### src/wpa_pkg.sv
`default_nettype none
// ----------------------------------------------------------------------------
// wpa_pkg
// Shared types and constants of the worker pool allocator: default sizes,
// action and status codes, and the request/response bundle of the node table.
// ----------------------------------------------------------------------------
package wpa_pkg;

  localparam int WPA_MAX_WORKERS = 64;
  localparam int WPA_MAX_NODES   = 16;
  localparam int WPA_ID_BITS     = 16;

  typedef enum logic [1:0] {
    ACT_PUT   = 2'd0,
    ACT_TAKE  = 2'd1,
    ACT_GET   = 2'd2,
    ACT_CLEAR = 2'd3
  } action_e;

  typedef enum logic [1:0] {
    ST_OK   = 2'd0,
    ST_DUP  = 2'd1,
    ST_FULL = 2'd2,
    ST_MISS = 2'd3
  } status_e;

  // commands to the per-node free count table
  typedef enum logic [1:0] {
    NCMD_SCAN  = 2'd0,
    NCMD_INC   = 2'd1,
    NCMD_DEC   = 2'd2,
    NCMD_CLEAR = 2'd3
  } ncmd_e;

  typedef struct packed {
    logic  valid;
    ncmd_e op;
  } node_req_t;

  typedef struct packed {
    logic busy;
    logic nonzero;
  } node_rsp_t;

endpackage : wpa_pkg
`default_nettype wire

### src/wpa_node_table.sv
`default_nettype none
// ----------------------------------------------------------------------------
// wpa_node_table
// Free worker count per node, held in a synchronous memory. Scans for the
// node with the most free workers, bumps or drops one count, or sweeps the
// table to zero (also right after reset).
// ----------------------------------------------------------------------------
module wpa_node_table import wpa_pkg::*; #(
  parameter int MAX_WORKERS = WPA_MAX_WORKERS,
  parameter int MAX_NODES   = WPA_MAX_NODES,
  localparam int NODE_W     = (MAX_NODES > 1) ? $clog2(MAX_NODES) : 1,
  localparam int CNT_W      = $clog2(MAX_WORKERS + 1)
) (
  input  wire logic              clk_i,
  input  wire logic              rst_ni,
  input  wire node_req_t         req_i,
  input  wire logic [NODE_W-1:0] node_i,
  output      node_rsp_t         rsp_o,
  output      logic [NODE_W-1:0] best_node_o
);

  localparam logic [NODE_W-1:0] LAST = NODE_W'(MAX_NODES - 1);

  typedef enum logic [5:0] {
    N_IDLE  = 6'b000001,
    N_SCAN  = 6'b000010,
    N_DRAIN = 6'b000100,
    N_READ  = 6'b001000,
    N_WRITE = 6'b010000,
    N_CLEAR = 6'b100000
  } nstate_e;

  nstate_e           state_q, state_d;
  logic [NODE_W-1:0] addr_q, addr_d;
  logic              rvalid_q, rvalid_d;
  logic [CNT_W-1:0]  best_cnt_q, best_cnt_d;
  logic [NODE_W-1:0] best_node_q, best_node_d;

  logic [CNT_W-1:0]  cnt_mem [MAX_NODES];
  logic [CNT_W-1:0]  rd_q;
  logic [NODE_W-1:0] rd_idx_q;
  logic [NODE_W-1:0] node_q;
  logic              inc_q;

  logic              re, we;
  logic [NODE_W-1:0] raddr, waddr;
  logic [CNT_W-1:0]  wdata;

  always_comb begin
    state_d     = state_q;
    addr_d      = addr_q;
    rvalid_d    = 1'b0;
    best_cnt_d  = best_cnt_q;
    best_node_d = best_node_q;
    re          = 1'b0;
    raddr       = addr_q;
    we          = 1'b0;
    waddr       = addr_q;
    wdata       = '0;

    // strict compare keeps the lowest node on ties
    if (rvalid_q && (rd_q > best_cnt_q)) begin
      best_cnt_d  = rd_q;
      best_node_d = rd_idx_q;
    end

    case (state_q)
      N_IDLE: begin
        if (req_i.valid) begin
          case (req_i.op)
            NCMD_SCAN: begin
              state_d     = N_SCAN;
              addr_d      = '0;
              best_cnt_d  = '0;
              best_node_d = '0;
            end
            NCMD_INC, NCMD_DEC: begin
              state_d = N_READ;
            end
            NCMD_CLEAR: begin
              state_d = N_CLEAR;
              addr_d  = '0;
            end
            default: ;
          endcase
        end
      end
      N_SCAN: begin
        re       = 1'b1;
        rvalid_d = 1'b1;
        addr_d   = NODE_W'(addr_q + 1'b1);
        if (addr_q == LAST) begin
          state_d = N_DRAIN;
        end
      end
      N_DRAIN: begin
        state_d = N_IDLE;
      end
      N_READ: begin
        re      = 1'b1;
        raddr   = node_q;
        state_d = N_WRITE;
      end
      N_WRITE: begin
        we      = 1'b1;
        waddr   = node_q;
        wdata   = inc_q ? CNT_W'(rd_q + 1'b1) : CNT_W'(rd_q - 1'b1);
        state_d = N_IDLE;
      end
      N_CLEAR: begin
        we     = 1'b1;
        addr_d = NODE_W'(addr_q + 1'b1);
        if (addr_q == LAST) begin
          state_d = N_IDLE;
        end
      end
      default: begin
        state_d = N_IDLE;
      end
    endcase
  end

  always_ff @(posedge clk_i or negedge rst_ni) begin
    if (!rst_ni) begin
      state_q     <= N_CLEAR;
      addr_q      <= '0;
      rvalid_q    <= 1'b0;
      best_cnt_q  <= '0;
      best_node_q <= '0;
    end else begin
      state_q     <= state_d;
      addr_q      <= addr_d;
      rvalid_q    <= rvalid_d;
      best_cnt_q  <= best_cnt_d;
      best_node_q <= best_node_d;
    end
  end

  always_ff @(posedge clk_i) begin
    if (state_q == N_IDLE && req_i.valid) begin
      node_q <= node_i;
      inc_q  <= (req_i.op == NCMD_INC);
    end
    rd_idx_q <= raddr;
  end

  always_ff @(posedge clk_i) begin
    if (we) begin
      cnt_mem[waddr] <= wdata;
    end
    if (re) begin
      rd_q <= cnt_mem[raddr];
    end
  end

  assign rsp_o.busy    = (state_q != N_IDLE);
  assign rsp_o.nonzero = (best_cnt_q != '0);
  assign best_node_o   = best_node_q;

  a_req_when_idle: assert property (@(posedge clk_i) disable iff (!rst_ni)
    req_i.valid |-> state_q == N_IDLE)
    else $error("node table command while busy");

  a_no_underflow: assert property (@(posedge clk_i) disable iff (!rst_ni)
    (state_q == N_WRITE && !inc_q) |-> rd_q != '0)
    else $error("node free count underflow");

  a_state_onehot: assert property (@(posedge clk_i) disable iff (!rst_ni)
    $onehot(state_q))
    else $error("node table state not one-hot");

endmodule : wpa_node_table
`default_nettype wire

### config.mk
export PLATFORM = sky130hd
export DESIGN_NAME = wpa_node_table
export DESIGN_NICKNAME = d
export VERILOG_FILES = /design/src/wpa_pkg.sv /design/src/wpa_node_table.sv
export SDC_FILE = /design/constraint.sdc
export NUM_CORES = 1
export LEC_CHECK = 0
export ABC_AREA = 1
export ABC_CLOCK_PERIOD_IN_PS = 2800
export BUFFER_PORTS_ARGS = -buffer_cell sky130_fd_sc_hd__buf_2
export CORE_MARGIN = 4
export CORE_UTILIZATION = 61
export DETAILED_ROUTE_END_ITERATION = 12
export HOLD_SLACK_MARGIN = 0.02
export PLACE_DENSITY = 0.88
export SYNTH_ARGS = -nofsm -noshare
export SYNTH_HDL_FRONTEND = slang
export SYNTH_SLANG_ARGS = --single-unit
export TNS_END_PERCENT = 20
### constraint.sdc
create_clock -name clk_i -period 2.8 [get_ports clk_i]
set_clock_uncertainty 0.05 [all_clocks]
set_input_delay 0.28 -clock clk_i [delete_from_list [all_inputs] [get_ports clk_i]]
set_output_delay 0.28 -clock clk_i [all_outputs]
set_load 0.02 [all_outputs]
==> run metrics, run 1 <==
first-pass GRT wire length=27400 um; Seq. cell area=0.00436 mm2; Peak Freq=0.353 GHz; largest net degree at the start of global routing=53; core area=0.0111 mm2; Critical-path top delay cell=dfrtp_1; critical path launch point type=register; DR vias/cell=5.84; post-synthesis net count=736; worst skew pair latency=0.44 ns; placed inst area=0.00728 mm2; Placed Instances=861; Post-synth EDFFs=124; Layout Area Growth over Synthesis=13.2%; Final min period=2.84 ns; CP Max Fanout=7; Routed Antenna Nets=0; #FFs+latches synth=150; overall die height=115 um; Leak=3.53 nW; ys async rst share=14.7%; maxcap violations=0; fraction of layout cells with a size suffix above 1=11.7%; YS warnings=0; DR pass1 iterations=9; post-synth top area cell=edfxtp_1; Net count, final=771; Global Route Usage Sum=27.9%; Synth top area share=53.0%; grt total ovfl=0; Cells after Synth=710; via count=5244; top cells by area, synth=edfxtp_1 (53%), nand3_1 (8.0%), nand2_1 (7.9%), inv_1 (7.6%), dfrtp_1 (7.5%); average size of a mapped cell=9.90 um2; crit end category=register; CTS root buf=clkbuf_16; violated checks=negative setup slack; Max Transition Viols Final=0; Final Cell Area=0.00795 mm2; Worst-Margin Slew=0.567 ns; H-tree depth=4; CTS clk-pin slew, worst paths=0.06 ns; vias in the first global route=5233; Peak supply drop=1.03 mV; Synth Flop Type=edfxtp_1; CTS tree=yes; IO Port Bufs=14; Die Span X=115 um; pwr/cell area=1020 mW/mm2; Starting Density=63.4%; fill count=689; Inserted Clock Buffers=17; outcome=finished with violations; CP Class=reg2reg; Crit path largest cell delay=0.43 ns; IO Count=15; DR iter-0 viols=710; Worst EP arrival=2.87 ns; synthesized cell area=0.00703 mm2; routability-driven placement congestion ratio=0.909; ant diodes=0; antenna violations before repair=0; area of the multi-input gates=0.00201 mm2; setup repair bufs after CTS=0; CP cell instances=nor2_2 > nand2_1 > nor3_1 > buf_4 > nand2_1 > o21ai_0 > nand3_1 > nor2_2; Sink Count=150; drt wl/cell=18.9 um; final worst setup slack=-0.0368 ns; die area=0.0133 mm2; Slew HR=61.8%; Seq/Total Area, Yosys=62.0%; Cell Rows=38; Finished Layout Cells=898; Final Hold Fails=0; final period utilization=101%; drt drc=0; Clock Tree Buf Depth=2; Worst Hold Class=in2reg; Post-DP HPWL=10400 um; final setup violation count=28; Total Routed Length=17000 um; unrepaired setup endpoints after global routing=true; worst endpoint required time=2.84 ns; Distinct cells, synth=36
==> kinds of logic after synthesis <==
family                     Yosys count  synth area share (%)
and+or+nand+nor                    333                  21.2
buffers and inverters              166                  9.83
DFF                                150                  62.0
AOI/OAI and AO/OA                   40                  3.38
adders and majority gates           17                  3.13
xor gates and xnor gates             4                 0.499
==> report_power, final <==
group | switching [mW] | leakage (nW) | internal, mW | total (mW)
combinational | 2.01 | 1.72 | 0.892 | 2.90
clock | 0.964 | 0.281 | 1.33 | 2.30
sequential | 0.173 | 1.53 | 2.73 | 2.91
==> cell usage after synthesis (2+ instances only) <==
cell type / n
ha_1: 16
clkbuf_1: 2
nand3b_1: 9
buf_4: 5
nand4_1: 6
nand2_1: 147
buf_6: 5
a21oi_1: 10
nor2_2: 2
dfrtp_1: 21
buf_2: 9
dfxtp_1: 4
nand2_4: 2
edfxtp_1: 124
inv_1: 143
o21ai_0: 21
nand3_1: 113
xor2_1: 3
o21ai_4: 2
nor2_1: 49
o31ai_1: 2
==> layout make-up <==
| cell class | instances | share of cell area (%) |
|---|---|---|
| sequential | 150 | 54.8 |
| multi-input combinational | 394 | 25.3 |
| inverter | 144 | 6.80 |
| clock buffer | 17 | 5.35 |
| timing repair buffer | 38 | 3.46 |
| tap | 140 | 2.20 |
| clock inverter | 15 | 2.14 |
==> per-stage QoR <==
stage          utilization (%)  TNS, ns  total power [mW]  worst slack [ns]  hold WS, ns
2_1_floorplan                -        0              4.96             0.604      -0.0656
3_5_place_dp              65.7        0              5.67            0.0724        0.230
5_1_grt                   71.8    -6.51              8.54            -0.130        0.146
3_3_place_gp              65.7        0              5.50             0.268        0.206
4_1_cts                   71.5  -0.0196              8.03          -0.00523        0.129
6_report                  71.8   -0.718              8.11           -0.0368        0.149
==> layer usage <==
layer	share of wire [%]	track usage, %
met5	0	0
met3	10	7.47
met2	51	46.8
met4	4.0	12.7
met1	35	33.8
==> critical path, delay by kind of cell (launching register included) <==
| kind | cells | cell delay [ns] |
|---|---|---|
| compound gates | 1 | 0.24 |
| buf+inv | 1 | 0.21 |
| simple gates | 6 | 1.56 |
| flops | 1 | 0.43 |
==> sequential cells by signal, summed over array words and instances (netlist names) <==
signal	count
inc_q	1
best_cnt_q	7
best_node_o	4
rvalid_q	1
addr_q	4
rd_q	7
state_q	6
cnt_mem	112
node_q	4
rd_idx_q	4
==> final timing paths <==
| check | cells after the start | endpoint | from | slack, ns |
|---|---|---|---|---|
| worst max-delay path | 8 | cnt_mem[5][0]$_DFFE_PP_ | state_q[0]$_DFFE_PN0P_ | -0.04 |
| worst min-delay path | 2 | inc_q$_DFFE_PP_ | req_i[0] | 0.15 |
| worst max register to register | 8 | cnt_mem[5][0]$_DFFE_PP_ | state_q[0]$_DFFE_PN0P_ | -0.04 |
| worst min register to register | 2 | best_node_o[1]$_DFF_PN0_ | rd_idx_q[1]$_DFF_P_ | 0.45 |
| max in group asynchronous | 2 | state_q[5]$_DFFE_PN1P_ | rst_ni | 2.00 |
| min in group asynchronous | 2 | addr_q[1]$_DFFE_PN0P_ | rst_ni | 0.32 |
==> cell usage in the layout, fill, tap and decap left out, drive strengths merged, types with 2 or more instances in the layout <==
cell / Yosys / routed
clkbuf: 2 / 17
buf: 20 / 33
xor2: 3 / 3
dlygate4sd3: 0 / 5
edfxtp: 124 / 124
dfrtp: 21 / 21
nor2: 52 / 52
inv: 144 / 150
o31ai: 2 / 2
dfxtp: 4 / 4
ha: 16 / 16
nand3b: 9 / 9
nand3: 114 / 114
clkinv: 0 / 3
o21ai: 25 / 25
bufinv: 0 / 2
a21oi: 10 / 10
nand4: 7 / 7
nand2: 149 / 149
clkinvlp: 0 / 4
==> repair_timing <==
| action | 4_1_cts | 5_1_grt |
|---|---|---|
| pin swaps | 0 | 1 |
| setup endpoints to repair | 7 | 98 |
| gates cloned | 0 | 0 |
| endpoints found under the hold margin | 25 | 0 |
| hold buffers | 5 | 0 |
| resized for setup | 0 | 12 |
Power figures use the tool's default switching activity.
==> run 2: changes to the inputs <==
--- a/config.mk
+++ b/config.mk
@@ -7,12 +7,12 @@
 export LEC_CHECK = 0
 export ABC_AREA = 1
 export ABC_CLOCK_PERIOD_IN_PS = 2800
-export BUFFER_PORTS_ARGS = -buffer_cell sky130_fd_sc_hd__buf_2
+export BUFFER_PORTS_ARGS = -buffer_cell sky130_fd_sc_hd__buf_4
 export CORE_MARGIN = 4
-export CORE_UTILIZATION = 61
+export CORE_UTILIZATION = 30
 export DETAILED_ROUTE_END_ITERATION = 12
 export HOLD_SLACK_MARGIN = 0.02
-export PLACE_DENSITY = 0.88
+export PLACE_DENSITY = 0.54
 export SYNTH_ARGS = -nofsm -noshare
 export SYNTH_HDL_FRONTEND = slang
 export SYNTH_SLANG_ARGS = --single-unit
==> run 2 against run 1 <==
  * The flow now finishes without violations
  * Register-to-register slack better by 0.37 ns
  * Utilization is 35 points lower
  * First-iteration DRC count is 50% lower
  * Clock-buffer cell count is 2 higher
  * Combinational power hardly changed
  * Power is 3.0% higher
  * Sequential power hardly changed
  * Sequential share of layout area is 2.8 points lower
  * Clock power is 12% higher
  * Final area is 5.3% higher
  * Critical endpoint is now cnt_mem[14][6]$_DFFE_PP_
  * Largest power group unchanged
==> run metrics, run 2 (synthesis results as in run 1) <==
unrepaired setup endpoints after global routing=false; IO Port Bufs=14 (unchanged); Final Hold Fails=0 (unchanged); Starting Density=30.8% (-33 points); DR iter-0 viols=355 (-50%); final setup violation count=0 (-100%); ant diodes=0 (unchanged); max reg flops=112 (unchanged); most common cell after layout, fill and taps aside=nand2_1; via count=4839 (-7.7%); worst endpoint required time=3.01 ns (+0.17 ns); die area=0.0259 mm2 (+95%); Worst-Margin Slew=0.688 ns (+0.121 ns); routability-driven placement congestion ratio=0.808 (-11%); pre-CTS WS=0.341 ns (+0.269 ns); total power=8.35 mW (+3.0%); Die Span X=161 um (+40%); Met2 Wirelength=7810 um (-9.1%); overall die height=161 um (+40%); crit end category=register; core area=0.0228 mm2 (+110%); hold_sp=req_i[1]; grt total ovfl=0 (unchanged); drt wl/cell=15.1 um (-20%); CTS clk-pin slew, worst paths=0.06 ns (about the same); Peak Freq=0.405 GHz (+15%); CP Depth=10 (+2); Leak=3.67 nW (+4.0%); met3 routed WL=585 um (-66%); Global Route Usage Sum=13.1% (-15 points); largest registers=cnt_mem (112), best_cnt_q (7), rd_q (7); Cell Rows=55 (+45%); critical path launch point type=register; pwr/cell area=997 mW/mm2 (-2.2%); DR pass1 iterations=6 (-3); drt drc=0 (unchanged); vias in the first global route=4602 (-12%); reg2reg start=inc_q$_DFFE_PP_; NetSw=3.01 mW (-4.5%); H-tree depth=4 (unchanged); fill count=2290 (+230%); CP Max Fanout=11 (+4); setup TNS=0 ns (+0.718 ns); top sig layer=met4; Final min period=2.47 ns (-0.368 ns); CTS root buf=clkbuf_16; Crit path largest cell delay=0.55 ns (+0.12 ns); sequential power share=34.6% (-1.2 points); sw frac=36.0% (-2.8 points); most frequent cells in the layout=nand2_1 (147), inv_1 (143), edfxtp_1 (124); maxcap violations=0 (unchanged); Slew HR=54.2% (-7.6 points); worst skew pair latency=0.42 ns (-0.02 ns); FF-to-FF End=cnt_mem[14][6]$_DFFE_PP_; Sink Count=150 (unchanged); CP Buf/Inv Count=2 (+1); combinational share of power=34.6% (-1.2 points); flop-to-flop setup slack=0.33 ns (+0.37 ns); Internal=5.34 mW (+7.7%); CP cell instances=inv_1 > ha_1 > a21oi_1 > nand2_1 > nand2_1 > nand2_1 > a21oi_1 > o21ai_0 > a21oi_1 > buf_4; largest net degree at the start of global routing=53 (unchanged); Total Routed Length=16400 um (-3.6%); outcome=complete, no violations; IO Count=15 (unchanged); final worst hold slack=0.151 ns (+0.00240 ns); clock power share=30.8% (+2.5 points); area of the multi-input gates=0.00198 mm2 (-1.5%); final period utilization=88.2% (-13 points); Layout Area Growth over Synthesis=19.2%; Routed Antenna Nets=0 (unchanged); Clock Tree Buf Depth=2 (unchanged); Seq. cell area=0.00436 mm2 (unchanged); crit path to=cnt_mem[14][6]$_DFFE_PP_; Critical-path top delay cell=a21oi_1; Net count, final=789 (+2.3%); Worst Hold Class=in2reg; Critical Path Source=inc_q$_DFFE_PP_; Most flops, register=cnt_mem; final worst setup slack=0.331 ns (+0.368 ns); WL met1=7680 um (+28%); Peak supply drop=0.519 mV (-50%); fraction of layout cells with a size suffix above 1=12.0% (+0.24 points); Max Transition Viols Final=0 (unchanged); post_cts resized=0 (unchanged); Post-DP HPWL=11000 um (+5.6%); Crit path max-delay family=compound AO/OA/AOI/OAI gates; Worst EP arrival=2.68 ns (-0.19 ns); DR vias/cell=4.44 (-24%); first-pass GRT wire length=26200 um (-4.4%); Inserted Clock Buffers=17 (unchanged); worst r2r path cells=10 (+2); antenna violations before repair=0 (unchanged); CP Class=reg2reg; CTS tree=yes
==> run 2: worst min-delay path by stage <==
stage	to	slack, ns	depth (start not counted)
6_report	state_q[5]$_DFFE_PN1P_	0.15	4
3_3_place_gp	best_cnt_q[1]$_DFF_PN0_	0.14	1
3_5_place_dp	best_cnt_q[1]$_DFF_PN0_	0.14	1
4_1_cts	state_q[5]$_DFFE_PN1P_	0.13	4
2_1_floorplan	addr_q[0]$_DFFE_PN0P_	-0.07	0
5_1_grt	inc_q$_DFFE_PP_	0.17	2
==> run 2: cell type report <==
type,instances,share of cell area [%]
Tap cell,313,4.68
Multi-Input combinational cell,394,23.6
Inverter,144,6.46
Clock inverter,13,2.72
Clock buffer,19,5.17
Timing Repair Buffer,56,5.32
Sequential cell,150,52.0
==> run 2: timing repair <==
item                                   in CTS  in global routing
hold buffers                                5                  0
setup buffers                               0                  0
endpoints found under the hold margin      26                  0
==> run 2: per-stage QoR <==
stage / instances / area (um2) / util, %
after floorplan: 710 / 7030 / -
after global placement: 1052 / 7660 / 33.5
after detailed placement: 1052 / 7660 / 33.5
after CTS: 1089 / 8370 / 36.6
after global routing: 1089 / 8370 / 36.6
final: 1089 / 8370 / 36.6
==> run 2: layer usage <==
layer / track usage (%) / vias to the layer above
met3: 3.09 / 24
met2: 21.0 / 88
met4: 4.54 / 0
met5: 0 / -
li1: - / 2419
met1: 17.6 / 2308
==> run 2: tightest hold or removal path, cell delays in order <==
cell and delay [ns]:
buf_4 0.08, ha_1 0.13, nand2_1 0.05, nand2_1 0.05
==> run 2: power groups by stage <==
stage                     Sequential [mW]  Clock [mW]  Combinational, mW
after floorplan                      2.92           0               2.04
after global placement               2.93           0               2.93
after detailed placement             2.93           0               2.92
after CTS                            2.89        2.61               2.93
after global routing                 2.92        2.71               3.27
final                                2.89        2.57               2.89
==> run 3: changes to the inputs <==
--- a/config.mk
+++ b/config.mk
@@ -5,7 +5,6 @@
 export SDC_FILE = /design/constraint.sdc
 export NUM_CORES = 1
 export LEC_CHECK = 0
-export ABC_AREA = 1
 export ABC_CLOCK_PERIOD_IN_PS = 2800
 export BUFFER_PORTS_ARGS = -buffer_cell sky130_fd_sc_hd__buf_4
 export CORE_MARGIN = 4
==> run 3 against run 2 <==
  * Clock-buffer cell count down 1
  * Non-clock buffer count down 7
  * First-iteration DRC count is 25% higher
  * Sequential share of layout area rose by 2.7 points
  * Register-to-register slack worse by 0.19 ns
  * Largest cell class unchanged
==> run metrics, run 3 <==
Adder-Cell Fraction of Synth Area=3.27% (+0.13 points); CP Max Fanout=14 (+3); hold_sp=req_i[0]; Routed Antenna Nets=0 (unchanged); H-tree depth=4 (unchanged); Crit path max-delay family=simple AND/OR/NAND/NOR gates; first-pass GRT wire length=27400 um (+4.8%); Most flops, register=cnt_mem; Placed Instances=834 (-21%); DR iter-0 viols=443 (+25%); Inserted Clock Buffers=17 (unchanged); antenna violations before repair=1 (+1); CP cell instances=nor4b_4 > buf_4 > buf_4 > and2_1 > buf_4 > o21ai_0 > a21oi_1 > nor4_1 > o311ai_1; Cell Rows=54 (-1.8%); CTS clk-pin slew, worst paths=0.06 ns (about the same); most frequent cells in the layout=edfxtp_1 (124), nor2_1 (43), buf_4 (43); via count=4553 (-5.9%); IO Port Bufs=14 (unchanged); final period utilization=94.8% (+6.6 points); outcome=complete, no violations; largest registers=cnt_mem (112), best_cnt_q (7), rd_q (7); core area=0.0220 mm2 (-3.9%); Synth top area share=55.2% (+2.2 points); final setup violation count=0 (unchanged); Post-synth EDFFs=124 (unchanged); pwr/cell area=857 mW/mm2 (-14%); top cells by area, synth=edfxtp_1 (55%), dfrtp_1 (7.8%), a21oi_1 (3.1%), ha_1 (3.0%), mux2i_1 (3.0%); Final min period=2.66 ns (+0.186 ns); Slew HR=46.4% (-7.7 points); count leader, synth=edfxtp_1; Finished Layout Cells=874 (-20%); reg2reg start=state_q[5]$_DFFE_PN1P_; Clock Tree Buf Depth=2 (unchanged); largest net degree at the start of global routing=29 (-45%); Worst Hold Class=in2reg; IO Count=15 (unchanged); synth cell count leaders=edfxtp_1 (124), nor2_1 (44), a21oi_1 (42); Post-DP HPWL=12200 um (+11%); ant diodes=0 (unchanged); Global Route Usage Sum=14.7% (+1.6 points); Crit path largest cell delay=0.59 ns (+0.04 ns); overall die height=158 um (-1.9%); Peak Freq=0.377 GHz (-7.0%); routability-driven placement congestion ratio=0.878 (+8.6%); Die Span X=158 um (-1.9%); mux share of post-synthesis cell area=2.97% (+3.0 points); Layout Area Growth over Synthesis=18.0%; synthesized cell area=0.00674 mm2 (-4.0%); Worst EP arrival=2.74 ns (+0.06 ns); DR pass1 iterations=4 (-2); die area=0.0249 mm2 (-3.8%); grt total ovfl=0 (unchanged); Critical-path top delay cell=dfstp_2; Starting Density=30.7% (-0.038 points); CTS tree=yes; worst endpoint required time=2.88 ns (-0.13 ns); Critical Path Source=state_q[5]$_DFFE_PN1P_; largest family of logic cells by synthesized area=simple AND/OR/NAND/NOR gates; ys async rst share=14.7% (unchanged); Seq/Total Area, Yosys=64.6% (+2.6 points); Net count, final=607 (-23%); unrepaired setup endpoints after global routing=false; most common cell after layout, fill and taps aside=edfxtp_1; Max Transition Viols Final=0 (unchanged); average size of a mapped cell=12.5 um2 (+26%); Compound-Gate Fraction of Synth Area=11.7% (+8.3 points); Sink Count=150 (unchanged); Synth Flop Type=edfxtp_1; post-synthesis net count=567 (-23%); maxcap violations=0 (unchanged); CTS root buf=clkbuf_16; post-synth top area cell=edfxtp_1; total power=6.82 mW (-18%); Synth Area in XOR/XNOR=0.649% (+0.15 points); DR vias/cell=5.21 (+17%); Synth Area in Simple Gates=13.5% (-7.7 points); crit end category=register; worst skew pair latency=0.42 ns (about the same); Cells after Synth=541 (-24%); Total Routed Length=17500 um (+6.7%); most used cell, CP=buf_4; critical path launch point type=register; CP Class=reg2reg; Distinct cells, synth=54 (+50%); fraction of layout cells with a size suffix above 1=16.2% (+4.2 points); YS warnings=0 (unchanged); vias in the first global route=4667 (+1.4%); setup TNS=0 ns (unchanged); drt drc=0 (unchanged); max reg flops=112 (unchanged); Final Hold Fails=0 (unchanged); final worst hold slack=0.138 ns (-0.0135 ns); Peak supply drop=0.356 mV (-31%); Leak=2.99 nW (-19%); Worst-Margin Slew=0.799 ns (+0.111 ns); CP Buf/Inv Count=3 (+1); #FFs+latches synth=150 (unchanged); drt wl/cell=20.0 um (+33%)
[run 3: changes by cell type after synthesis, moves of 6 or more]
| cell | change |
|---|---|
| nor3_1 | +8 |
| a211o_1 | +7 |
| a21oi_1 | +32 |
| nand3_1 | -73 |
| nor4_1 | +9 |
| o311ai_1 | +7 |
| nand2_1 | -125 |
| o21ai_0 | +16 |
| a211oi_1 | +14 |
| and3_1 | +15 |
| nor3b_1 | +6 |
| mux2i_1 | +20 |
| clkbuf_1 | +10 |
| inv_1 | -123 |
[run 3: area by class of cell]
type,count,area [um2]
Tap cell,280,350
Clock buffer,18,429
Clock inverter,14,111
Inverter,22,85.1
Timing Repair Buffer,49,383
Multi-Input combinational cell,341,2240
Sequential cell,150,4360
Fill cell,2099,14000
[run 3: kinds of logic after synthesis]
group,after synthesis
AOI/OAI and AO/OA,126
adders and majority gates,17
xor gates and xnor gates,5
muxes,20
buffers and inverters,50
DFF,150
and+or+nand+nor,173
[run 3: power by group]
group	total, mW	switching [mW]	internal, mW
Clock	2.12	0.908	1.21
Sequential	2.79	0.174	2.61
Combinational	1.91	1.18	0.727
[run 3: metrics by stage]
step                      setup WS [ns]  util (%)  instance area (um2)
after floorplan                   0.154         -                 6740
after global placement           -0.218      33.1                 7280
after detailed placement         -0.231      33.1                 7280
after CTS                        0.0483      36.0                 7920
after global routing            0.00159      36.2                 7960
final                             0.145      36.2                 7960
[run 3: worst reg2reg max path: stages (launching register included)]
cell	delay, ns
dfstp_2	0.59
nor4b_4	0.06
buf_4	0.16
buf_4	0.14
and2_1	0.22
buf_4	0.22
o21ai_0	0.16
a21oi_1	0.09
nor4_1	0.51
o311ai_1	0.18
[run 3: worst paths after layout]
check / to / slack, ns / cells past startpoint
worst min-delay path: inc_q$_DFFE_PP_ / 0.14 / 2
worst min register to register: best_node_o[1]$_DFF_PN0_ / 0.44 / 2
max in group asynchronous: state_q[5]$_DFFE_PN1P_ / 2.17 / 2
worst max register to register: rd_q[4]$_DFFE_PP_ / 0.14 / 9
min in group asynchronous: addr_q[1]$_DFFE_PN0P_ / 0.24 / 2
worst max-delay path: rd_q[4]$_DFFE_PP_ / 0.14 / 9
[run 3: timing repair]
item / CTS / global route
hold buffers: 5 / 1
setup endpoints to repair: 6 / 18
hold endpoints to repair: 26 / 1
pin swaps: 0 / 2
buffers inserted: 0 / 2
gates resized for setup: 7 / 5
[run 3: routing by layer]
metal  GRT usage (%)  vias up  wire length (um)
li1                -     2120                 -
met4            5.93        2               442
met5               0        -                13
met3            2.65       29               758
met2            24.6      118              8730
met1            18.9     2284              7550
